`config.mk`:
```
export PLATFORM = sky130hd
export DESIGN_NAME = pipz_ctrl
export DESIGN_NICKNAME = d
export VERILOG_FILES = /design/src/sv/pipz_pkg.sv /design/src/sv/pipz_ctrl.sv
export SDC_FILE = /design/constraint.sdc
export NUM_CORES = 1
export LEC_CHECK = 0
export BUFFER_PORTS_ARGS = -buffer_cell sky130_fd_sc_hd__buf_2
export CORE_UTILIZATION = 39
export DETAILED_ROUTE_END_ITERATION = 10
export PLACE_DENSITY = 0.65
export SYNTH_ARGS = -nofsm -noshare
export SYNTH_HDL_FRONTEND = slang
export SYNTH_SLANG_ARGS = --single-unit
```
`constraint.sdc`:
```
create_clock -name clk_i -period 2.2 [get_ports clk_i]
set_clock_uncertainty 0.2 [all_clocks]
set_input_delay 0.22 -clock clk_i [delete_from_list [all_inputs] [get_ports clk_i]]
set_output_delay 0.22 -clock clk_i [all_outputs]
set_load 0.01 [all_outputs]
```
`src/sv/pipz_pkg.sv`:
```
package pipz_pkg;

  localparam int unsigned MAX_VERTICES = 1024;
  localparam int unsigned MAX_ZONES    = 32;

  localparam int unsigned VIDX_W = $clog2(MAX_VERTICES);
  localparam int unsigned VCNT_W = VIDX_W + 1;
  localparam int unsigned ZIDX_W = $clog2(MAX_ZONES);
  localparam int unsigned ZCNT_W = ZIDX_W + 1;

  typedef enum logic [1:0] {
    OP_CLEAR  = 2'd0,
    OP_APPEND = 2'd1,
    OP_CLOSE  = 2'd2,
    OP_QUERY  = 2'd3
  } op_e;

  typedef enum logic [1:0] {
    ST_OK        = 2'd0,
    ST_VTX_FULL  = 2'd1,
    ST_ZONE_FULL = 2'd2
  } status_e;

  typedef struct packed {
    op_e                opcode;
    logic signed [31:0] point_x;
    logic signed [31:0] point_y;
    logic [3:0]         zone_flag;
  } in_t;

  typedef struct packed {
    logic [3:0] result_flag;
    logic       found;
    status_e    status;
  } out_t;

  typedef struct packed {
    logic signed [31:0] x;
    logic signed [31:0] y;
  } vtx_t;

  typedef struct packed {
    logic [VCNT_W-1:0] zstart;
    logic [VCNT_W-1:0] zend;
    logic [3:0]        flag;
  } zone_t;

  // Controller to datapath
  typedef struct packed {
    logic accept;
    logic zone_rd;
    logic zone_next;
    logic walk_start;
    logic edge_rd;
    logic res_hit;
    logic res_miss;
  } ctrl_cmd_t;

  // Datapath to controller
  typedef struct packed {
    logic zone_done;
    logic zone_empty;
    logic last_edge;
    logic pipe_busy;
    logic in_zone;
  } dp_sts_t;

endpackage

```
`src/sv/pipz_ctrl.sv`:
```
module pipz_ctrl (
  input  logic                 clk_i,
  input  logic                 rst_ni,
  input  logic                 in_valid_i,
  input  pipz_pkg::op_e        opcode_i,
  output logic                 in_stall_o,
  output logic                 out_valid_o,
  input  logic                 out_stall_i,
  input  pipz_pkg::dp_sts_t    sts_i,
  output pipz_pkg::ctrl_cmd_t  cmd_o
);
  import pipz_pkg::*;

  typedef enum logic [6:0] {
    S_IDLE  = 7'b0000001,
    S_ZRD   = 7'b0000010,
    S_ZLD   = 7'b0000100,
    S_EDGE  = 7'b0001000,
    S_DRAIN = 7'b0010000,
    S_HIT   = 7'b0100000,
    S_MISS  = 7'b1000000
  } state_e;

  state_e state_q, state_d;
  logic   out_valid_q, out_valid_d;
  logic   out_free, load;

  assign out_free   = !out_valid_q || !out_stall_i;
  assign in_stall_o = !((state_q == S_IDLE) && out_free);

  always_comb begin
    state_d = state_q;
    cmd_o   = '0;
    load    = 1'b0;
    unique case (state_q)
      S_IDLE: begin
        if (in_valid_i && out_free) begin
          cmd_o.accept = 1'b1;
          if (opcode_i == OP_QUERY) begin
            state_d = S_ZRD;
          end else begin
            load = 1'b1;
          end
        end
      end
      S_ZRD: begin
        if (sts_i.zone_done) begin
          state_d = S_MISS;
        end else begin
          cmd_o.zone_rd = 1'b1;
          state_d       = S_ZLD;
        end
      end
      S_ZLD: begin
        if (sts_i.zone_empty) begin
          cmd_o.zone_next = 1'b1;
          state_d         = S_ZRD;
        end else begin
          cmd_o.walk_start = 1'b1;
          state_d          = S_EDGE;
        end
      end
      S_EDGE: begin
        cmd_o.edge_rd = 1'b1;
        if (sts_i.last_edge) state_d = S_DRAIN;
      end
      S_DRAIN: begin
        // hold until the last edge has updated the parity
        if (!sts_i.pipe_busy) begin
          if (sts_i.in_zone) begin
            state_d = S_HIT;
          end else begin
            cmd_o.zone_next = 1'b1;
            state_d         = S_ZRD;
          end
        end
      end
      S_HIT: begin
        if (out_free) begin
          cmd_o.res_hit = 1'b1;
          load          = 1'b1;
          state_d       = S_IDLE;
        end
      end
      S_MISS: begin
        if (out_free) begin
          cmd_o.res_miss = 1'b1;
          load           = 1'b1;
          state_d        = S_IDLE;
        end
      end
      default: state_d = S_IDLE;
    endcase
  end

  always_comb begin
    if (load) begin
      out_valid_d = 1'b1;
    end else if (!out_stall_i) begin
      out_valid_d = 1'b0;
    end else begin
      out_valid_d = out_valid_q;
    end
  end

  always_ff @(posedge clk_i or negedge rst_ni) begin
    if (!rst_ni) begin
      state_q     <= S_IDLE;
      out_valid_q <= 1'b0;
    end else begin
      state_q     <= state_d;
      out_valid_q <= out_valid_d;
    end
  end

  assign out_valid_o = out_valid_q;

`ifndef SYNTHESIS
  assert property (@(posedge clk_i) disable iff (!rst_ni)
    (load && out_valid_q) |-> !out_stall_i)
    else $error("result overwritten while stalled");

  assert property (@(posedge clk_i) disable iff (!rst_ni)
    (state_q == S_EDGE && sts_i.last_edge) |=> (state_q == S_DRAIN))
    else $error("edge walk did not end after last edge");

  assert property (@(posedge clk_i) disable iff (!rst_ni)
    (state_q == S_DRAIN && sts_i.pipe_busy) |=> (state_q == S_DRAIN))
    else $error("zone decided before edge pipeline drained");

  assert property (@(posedge clk_i) disable iff (!rst_ni)
    (state_q != S_IDLE) |-> in_stall_o)
    else $error("input open during a query");
`endif

endmodule
```
### Word-level counts from Yosys, hierarchy flattened

Cells that the tools add are included.

* equality and inequality tests: 14
* multiplexer cells: 28
* reductions and logical operators: 8

Operator list (number)
* two-way mux 7 bit: 6
* case mux 7 bit (6 select lines): 1
* two-way mux 1 bit: 17
* inequality test 2 x 1 -> 1 bit (second input constant): 4
* == test 7 x 1 -> 1 bit (second input constant): 1
* == test 7 x 2 -> 1 bit (second input constant): 1
* == test 7 x 3 -> 1 bit (second input constant): 1
* == test 7 x 4 -> 1 bit (second input constant): 1
* == test 7 x 5 -> 1 bit (second input constant): 1
* == test 7 x 6 -> 1 bit (second input constant): 1
* == test 7 bit (second input constant): 1
* two-way mux 6 bit: 1
* AND reduction 5 bit: 1
* two-way mux 4 bit: 1
* inequality test 2 bit (second input constant): 2
* case mux 1 bit (2 select lines): 2
* logical NOT 1 bit: 3
* == test 2 bit (second input constant): 1
* logical AND 1 bit: 2
* OR reduction 2 bit: 1
* logical OR 1 bit: 1

* flip-flop bits (word level): 8
* input bits: 11
* output and inout port bits: 9
* logic and storage cells: 52

### Logic depth before layout (Yosys ltp)

Gate-level depths: netlist (run 1).

* depth in word-level cells: 6
* depth in mapped cells: 5

### Least setup slack after synthesis (run 1)

OpenSTA, ideal clock, no wires.

* path kind: register to output
* start: register state_q[0]
* end: output port cmd_o[6] (netlist name)
* arrival: 1174 ps
* required time: 1780 ps
* setup slack: 606 ps
* stages on the path, launching flop included: 4
* buffers on the path: 0
* path through: dfstp_2 -> nor3b_1 -> and2_1 -> and3_1

RTL lines
* start: declaration: line pipz_ctrl.sv:24 `state_e state_q, state_d;`
* start signal: assignment: line pipz_ctrl.sv:111 `state_q <= state_d;`
* end: declaration: line pipz_ctrl.sv:10 `output pipz_pkg::ctrl_cmd_t cmd_o`

==> results of run 1 <==
## what timing repair did
| action | CTS | global route |
|---|---|---|
| hold buffers | 3 | 0 |
| endpoints found under the hold margin | 10 | 0 |
| resized for setup | 0 | 0 |
## synth_stat cells, types with 2 or more instances
| cell type | count | area (um^2) |
|---|---|---|
| nand2_1 | 7 | 26.3 |
| nor4_1 | 2 | 12.5 |
| dfrtp_1 | 7 | 175 |
| and4_2 | 2 | 20.0 |
| nor3_1 | 2 | 10.0 |
| inv_1 | 2 | 7.51 |
| nor2_1 | 4 | 15.0 |
| nand4b_1 | 2 | 17.5 |
| nand3_1 | 2 | 10.0 |
| a22o_1 | 2 | 17.5 |
| and2_1 | 2 | 12.5 |
| o211ai_1 | 4 | 30.0 |
## per-layer routing
metal	share of wire (%)	vias up
met1	43	268
li1	-	276
met4	0.35	0
met2	49	27
met5	0	-
met3	7.4	2
## stage by stage
stage,utilization [%],hold WS (ps),std cells,area (um^2)
after global placement,50.0,-134,90,658
after global routing,54.2,1.32,97,714
after detailed placement,50.0,-132,90,658
final,54.2,2.66,97,714
after CTS,54.2,0.265,97,714
after floorplan,-,-276,57,556
## kinds of logic (layout without fill, tap and decap cells)
| kind of cell | Yosys count | in the layout | synth area share [%] |
|---|---|---|---|
| buffers and inverters | 3 | 28 | 3.38 |
| xor gates and xnor gates | 2 | 2 | 3.15 |
| DFF | 8 | 8 | 36.3 |
| and+or+nand+nor | 32 | 32 | 38.3 |
| AOI/OAI and AO/OA | 12 | 12 | 18.9 |
## state kept, by name, summed over array words and instances, names as in the netlist
| signal | count |
|---|---|
| out_valid_o | 1 |
| state_q | 7 |
## power by group
part | total (mW) | internal, mW | switching, mW | leakage, nW
sequential | 0.228 | 0.185 | 0.0437 | 0.105
clock | 0.119 | 0.0693 | 0.0496 | 0.0150
combinational | 0.285 | 0.127 | 0.158 | 0.218
## worst paths after layout
| path | end |
|---|---|
| min | state_q[1] |
| max in group asynchronous | state_q[0] |
| max | cmd_o[6] |
| min in group asynchronous | state_q[3] |
| min reg2reg | out_valid_o |
| max reg2reg | state_q[1] |
## final cells by class
class	count	area [um^2]
Clock buffer	4	26.3
Sequential cell	8	201
Tap cell	15	18.8
Multi-Input combinational cell	46	335
Fill cell	130	603
Inverter	2	7.51
Timing Repair Buffer	22	125
==> results.py, run 1 <==
metrics = {
    "status": {
        "status": "finished, final reports clean",
    },
    "critical_path": {
        "crit_type": "flip-flop to output pin",
        "cp.arrival_ps": 1600,
        "cp_slowest_stage_delay_ps": 580,
        "crit_path_end_kind": "output pin",
        "reg2reg_depth": 3,
        "crit_start": "state_q[0]",
        "crit_chain": "nor3b_1 > and2_1 > and3_1 > buf_2",
        "cp_max_fo": 4,
        "startpoint_type": "flip-flop",
        "path_buf_inv": 1,
        "critical_path_required_ps": 1780,
        "cp.depth": 4,
        "reg2reg_slack_ps": 560,
        "cp_slowest_cell": "dfstp_2",
        "path_delay_family": "simple AND/OR/NAND/NOR gates",
        "r2r-start": "state_q[0]",
    },
    "timing": {
        "worst_slack_ps": 177,
        "relSlewSlack_pct": 76.7,
        "period_share_pct": 92.0,
        "fin_crit_ps": 2020,
        "finalSetupTns_ps": 0,
        "worst_slew_pin_slew_ps": 347,
        "hold_viol_final": 0,
        "slew_viol_final": 0,
        "setup_violations": 0,
        "grt_setup_unrepaired": "no",
        "max_freq_mhz": 494,
    },
    "yosys": {
        "syn_nets": 68,
        "synth-edff-count": 0,
        "synthCells": 57,
        "synth-seq-area-share_pct": 36.3,
        "syn-cell-area_um2": 556,
        "ys_seq_elements": 8,
        "synthFlopType": "dfrtp_1",
        "yosys_warnings": 0,
        "yosysUniqueCellTypes": 31,
        "syn_area_per_cell_um2": 9.75,
        "async_reset_ff_share_pct": 100,
    },
    "detailed_routing": {
        "vias": 573,
        "wl_per_cell_um": 14.7,
        "ant_nets": 0,
        "vias_per_cell": 5.91,
        "dr.pass1.iters": 4,
        "wl_um": 1430,
        "drt_iter0_markers": 22,
        "drc": 0,
    },
    "placement": {
        "globalplace.congestion": 0.819,
        "pre_cts_ws_ps": 465,
        "io_buffer_count": 19,
        "dp_hpwl_um": 1070,
    },
    "global_route": {
        "grt_max_degree": 9,
        "grt_use_met3_pct": 8.52,
        "track_usage_pct": 20.3,
        "grt.met1_usage_pct": 23.0,
        "grt_pass1_wl_um": 2070,
        "busiest_layer": "met2",
        "grt_pass1_vias": 486,
        "grtUsageMet2_pct": 35.7,
        "grt_overflow": 0,
        "grt_antenna_before_repair": 0,
    },
    "cts": {
        "cts_inserted_buffers": 3,
        "path_clk_slew_ps": 50,
        "cts_buffer_depth": 2,
        "cts_tree": "done",
        "clk_latency_ps": 260,
        "cts_root_buf": "clkbuf_4",
        "cts_setup_buffers": 0,
        "clock_sinks": 8,
        "htree_num_levels": 1,
    },
    "die": {
        "die_h_um": 39.7,
        "fp.dieW_um": 39.7,
        "die_area_um2": 1580,
        "pin_count": 20,
        "initial_core_util_pct": 42.2,
        "rows": 13,
        "core_area_um2": 1320,
    },
    "pwr": {
        "p_leak_nw": 0.338,
        "p_total_mw": 0.633,
        "ir_drop_mv": 0.517,
        "power_density_nw_per_um2": 885,
    },
    "min_path": {
        "min_path_cells": 2,
        "hold_start": "sts_i[1]",
        "hold_class": "primary input to flip-flop",
    },
    "layout": {
        "layout.nets": 94,
        "layout_common_cells": "19 x buf_2, 7 x nand2_1, 7 x dfrtp_1",
        "diodes": 0,
        "drive_gt1_share_pct": 36.6,
        "syn2layout_area_growth_pct": 28.6,
        "layout_commonest_cell": "buf_2",
    },
    "job": {
        "drv_cap": 0,
    },
}
Power figures use the tool's default switching activity.
==> run 2, diff against run 1 <==
Settings changed: CORE_MARGIN from default to 8, PLACE_DENSITY 0.65 to default, PLACE_DENSITY_LB_ADDON from default to 0.3.
==> run 2 against run 1 <==
- sequential power hardly changed
- clock power is essentially flat
- sequential share of layout area down 0.39 points
- cell area up 1.4%
- die area up 83%
- register-to-register slack worse by 30 ps
- setup slack got worse by 39 ps
- hold slack improved by 60 ps
- largest cell class unchanged
- critical endpoint unchanged
- global-route usage decreased by 9.1 points
==> results.py, run 2 (same netlist as run 1, synthesis figures left out) <==
metrics = {
    "detailed_routing": {
        "wl_met3_um": 161,
        "wl_um": 1500,
        "drt_iter0_markers": 18,
        "drc": 0,
        "ant_nets": 0,
        "dr.pass1.iters": 4,
        "vias_per_cell": 6.00,
        "wl_per_cell_um": 15.3,
        "wl_met1_um": 636,
        "top_layer_used": "met4",
        "wl_met2_um": 686,
        "vias": 588,
    },
    "job": {
        "drv_cap": 0,
    },
    "pwr": {
        "seqPwrFrac_pct": 35.8,
        "ir_drop_mv": 0.507,
        "p_leak_nw": 0.342,
        "power_density_nw_per_um2": 874,
        "p_total_mw": 0.633,
        "switchingPower_mw": 0.251,
        "p_int_mw": 0.382,
        "p_clk_share_pct": 18.7,
        "sw_frac_of_total_pct": 39.6,
        "pwr-share-comb_pct": 45.6,
    },
    "cts": {
        "path_clk_slew_ps": 60,
        "htree_num_levels": 1,
        "cts_tree": "done",
        "clk_latency_ps": 250,
        "cts_resized": 0,
        "clock_sinks": 8,
        "cts_root_buf": "clkbuf_4",
        "cts_buffer_depth": 2,
        "cts_inserted_buffers": 3,
    },
    "critical_path": {
        "critical_path_required_ps": 1780,
        "cp.arrival_ps": 1640,
        "cp_max_fo": 4,
        "crit_type": "flip-flop to output pin",
        "reg2reg_slack_ps": 530,
        "startpoint_type": "flip-flop",
        "crit_path_end_kind": "output pin",
    },
    "timing": {
        "finalSetupTns_ps": 0,
        "relSlewSlack_pct": 75.9,
        "setup_violations": 0,
        "worst_slew_pin_slew_ps": 360,
        "max_freq_mhz": 485,
        "grt_setup_unrepaired": "no",
        "period_share_pct": 93.7,
        "hold_viol_final": 0,
        "fin_crit_ps": 2060,
        "slew_viol_final": 0,
    },
    "layout": {
        "layout.nets": 95,
        "drive_gt1_share_pct": 36.1,
        "fin_cells": 98,
        "largest_reg_flops": 7,
        "fillers": 132,
        "largest_register": "state_q",
        "layout_common_cells": "19 x buf_2, 7 x nand2_1, 7 x dfrtp_1",
        "postLayoutCoreUtil_pct": 55.0,
        "syn2layout_area_growth_pct": 30.4,
        "stdcell_area_um2": 724,
        "diodes": 0,
        "layout_commonest_cell": "buf_2",
    },
    "placement": {
        "place_inst": 90,
        "globalplace.congestion": 0.812,
        "dp_hpwl_um": 1160,
        "placed_cell_area_um2": 658,
        "io_buffer_count": 19,
    },
    "status": {
        "status": "finished, final reports clean",
    },
    "global_route": {
        "grt_max_degree": 9,
        "grt_pass1_wl_um": 2430,
        "grt_pass1_vias": 570,
        "grt_antenna_before_repair": 0,
        "track_usage_pct": 11.2,
        "grt_overflow": 0,
    },
    "die": {
        "fp.dieW_um": 53.7,
        "rows": 13,
        "die_h_um": 53.7,
        "core_area_um2": 1320,
        "die_area_um2": 2890,
        "initial_core_util_pct": 42.2,
        "pin_count": 20,
    },
    "min_path": {
        "hold_class": "primary input to flip-flop",
    },
}
run 2: cell types whose count changed in the layout (fill, tap and decap cells not counted):
cell           before  now
dlygate4sd3_1       3    4
run 2: path summary, 6_finish.rpt:
check                           cells past startpoint           to        start
worst max-delay path                                4     cmd_o[6]   state_q[0]
worst min-delay path                                3  out_valid_o   in_valid_i
worst max register to register                      3   state_q[1]   state_q[0]
worst min register to register                      2  out_valid_o  out_valid_o
max in group asynchronous                           2   state_q[0]       rst_ni
min in group asynchronous                           2   state_q[6]       rst_ni
run 2: worst max-delay path, stage by stage (launching register included):
cell,delay (ps)
dfstp_2,580
nor3b_1,350
and2_1,200
and3_1,150
buf_2,120
run 2: area by class of cell:
class                      count  area (um^2)  share of cell area, %
sequential                     8          201                   27.8
timing repair buffer          23          135                   18.7
clock buffer                   4         26.3                   3.63
inverter                       2         7.51                   1.04
tap                           15         18.8                   2.59
multi-input combinational     46          335                   46.3
run 2: through the flow:
| stage | setup slack, ps | hold WS [ps] |
|---|---|---|
| floorplan | 606 | -276 |
| global placement | 415 | -134 |
| detailed placement | 423 | -132 |
| CTS | 136 | 2.20 |
| global route | 16.8 | 66.7 |
| finish | 138 | 62.9 |
run 2: power by group through the flow:
| stage | clock, mW | sequential, mW | combinational, mW |
|---|---|---|---|
| 2_1_floorplan | 0 | 0.223 | 0.195 |
| 3_3_place_gp | 0 | 0.227 | 0.281 |
| 3_5_place_dp | 0 | 0.228 | 0.283 |
| 4_1_cts | 0.123 | 0.226 | 0.289 |
| 5_1_grt | 0.132 | 0.232 | 0.322 |
| 6_report | 0.118 | 0.226 | 0.288 |
run 2: repair_timing:
| item | in CTS | in global routing |
|---|---|---|
| hold endpoints to repair | 10 | 1 |
| buffers inserted | 0 | 0 |
| endpoints found under the setup margin | 0 | 0 |
| hold buffers | 3 | 1 |
run 2: metal layers:
| layer | vias up | GRT usage (%) |
|---|---|---|
| met5 | - | 0 |
| met4 | 0 | 2.52 |
| met3 | 2 | 5.79 |
| met2 | 34 | 18.5 |
| met1 | 273 | 12.4 |
| li1 | 279 | - |
==> run 3, diff against run 2 <==
Settings changed: ABC_AREA from default to 0, RECOVER_POWER from default to 100.
==> run 3 against run 2 <==
- clock-buffer cell count stayed put
- combinational power shrank 5%
- first-iteration DRC count decreased by 17%
- cell area shrank 2.9%
- total power decreased by 2.5%
- maximum frequency hardly changed
- core utilization shrank 1.6 points
- via count up 0.34%
- largest power group unchanged
==> results.py, run 3 (same netlist as run 1, synthesis figures left out) <==
metrics = {
    "die": {
        "die_area_um2": 2890,
        "fp.dieW_um": 53.7,
        "rows": 13,
        "core_area_um2": 1320,
        "initial_core_util_pct": 42.2,
        "die_h_um": 53.7,
        "pin_count": 20,
    },
    "detailed_routing": {
        "dr.pass1.iters": 4,
        "vias_per_cell": 6.02,
        "wl_per_cell_um": 15.0,
        "ant_nets": 0,
        "wl_um": 1470,
        "drt_iter0_markers": 15,
        "drc": 0,
        "vias": 590,
    },
    "critical_path": {
        "cp_max_fo": 4,
        "cp.arrival_ps": 1640,
        "r2r-start": "state_q[0]",
        "crit_path_end_kind": "output pin",
        "critical_path_required_ps": 1780,
        "crit_start": "state_q[0]",
        "crit_type": "flip-flop to output pin",
        "startpoint_type": "flip-flop",
    },
    "timing": {
        "relSlewSlack_pct": 72.3,
        "grt_setup_unrepaired": "no",
        "worst_slew_pin_slew_ps": 416,
        "slew_viol_final": 0,
        "hold_viol_final": 0,
        "hold_ws_ps": 61.1,
        "setup_violations": 0,
        "fin_crit_ps": 2060,
        "max_freq_mhz": 485,
        "period_share_pct": 93.7,
        "finalSetupTns_ps": 0,
    },
    "min_path": {
        "hold_class": "primary input to flip-flop",
        "hold_start": "in_valid_i",
    },
    "layout": {
        "drive_gt1_share_pct": 25.3,
        "largest_reg_flops": 7,
        "layout_common_cells": "11 x buf_2, 8 x clkbuf_1, 7 x nand2_1, 7 x dfrtp_1",
        "diodes": 0,
        "layout.nets": 95,
        "largest_register": "state_q",
        "layout_commonest_cell": "buf_2",
        "stdcell_area_um2": 703,
        "fin_cells": 98,
        "syn2layout_area_growth_pct": 26.6,
        "fillers": 138,
        "postLayoutCoreUtil_pct": 53.4,
    },
    "global_route": {
        "grt_overflow": 0,
        "grt_antenna_before_repair": 0,
        "grt_pass1_vias": 570,
        "track_usage_pct": 11.2,
        "grt_max_degree": 9,
        "grt_pass1_wl_um": 2430,
    },
    "cts": {
        "htree_num_levels": 1,
        "cts_inserted_buffers": 3,
        "clk_latency_ps": 250,
        "cts_tree": "done",
        "path_clk_slew_ps": 60,
        "cts_buffer_depth": 2,
        "cts_resized": 0,
        "cts_root_buf": "clkbuf_4",
        "clock_sinks": 8,
    },
    "status": {
        "status": "finished, final reports clean",
    },
    "placement": {
        "io_buffer_count": 19,
        "dp_hpwl_um": 1160,
        "placed_cell_area_um2": 658,
        "globalplace.congestion": 0.812,
        "place_inst": 90,
    },
    "pwr": {
        "power_density_nw_per_um2": 878,
        "ir_drop_mv": 0.503,
        "p_leak_nw": 0.311,
    },
    "job": {
        "drv_cap": 0,
    },
}
==> run 3: cell types whose count changed in the layout (fill, tap and decap cells not counted) <==
cell	delta
buf_2	-8
clkbuf_1	+7
a221oi_1	+1
a221oi_2	-1
clkbuf_2	+1
nor4b_1	+1
nor4b_2	-1
==> run 3: path summary, 6_finish.rpt <==
path	depth (start not counted)	end	slack, ps
worst max-delay path	4	cmd_o[6]	140
min in group asynchronous	2	state_q[2]	200
worst max register to register	3	state_q[1]	490
max in group asynchronous	2	state_q[0]	1270
worst min-delay path	3	out_valid_o	60
worst min register to register	2	out_valid_o	440
==> run 3: layout make-up <==
type                    count  area, um^2  area share, %
repair buffers             23         126           18.0
well taps                  15        18.8           2.67
flip-flops and latches      8         201           28.6
clock buffers               4        26.3           3.74
inverters                   2        7.51           1.07
multi-input cells          46         323           45.9
==> run 3: power by group <==
group / internal (mW) / total, mW / switching, mW
sequential: 0.184 / 0.226 / 0.0417
combinational: 0.120 / 0.273 / 0.153
clock: 0.0693 / 0.118 / 0.0488
total: 0.374 / 0.617 / 0.243
==> run 3: worst max-delay path, stage by stage (launching register included) <==
cell and delay [ps]:
dfstp_2 580, nor3b_1 350, and2_1 200, and3_1 140, buf_2 120
==> run 3: metal layers <==
metal	global-route usage, %	routed length [um]
met5	0	0
met2	18.5	693
met1	12.4	596
met4	2.52	14
met3	5.79	170
==> run 3: timing repair <==
action / 4_1_cts / 5_1_grt
endpoints found under the hold margin: 10 / 1
hold buffers: 3 / 1
buffers inserted: 0 / 0
==> run 3: metrics by stage <==
step                power (mW)  worst slack [ps]
floorplan                0.418               606
global placement         0.508               415
detailed placement       0.511               423
CTS                      0.637               136
global route             0.672              16.8
finish                   0.617               138
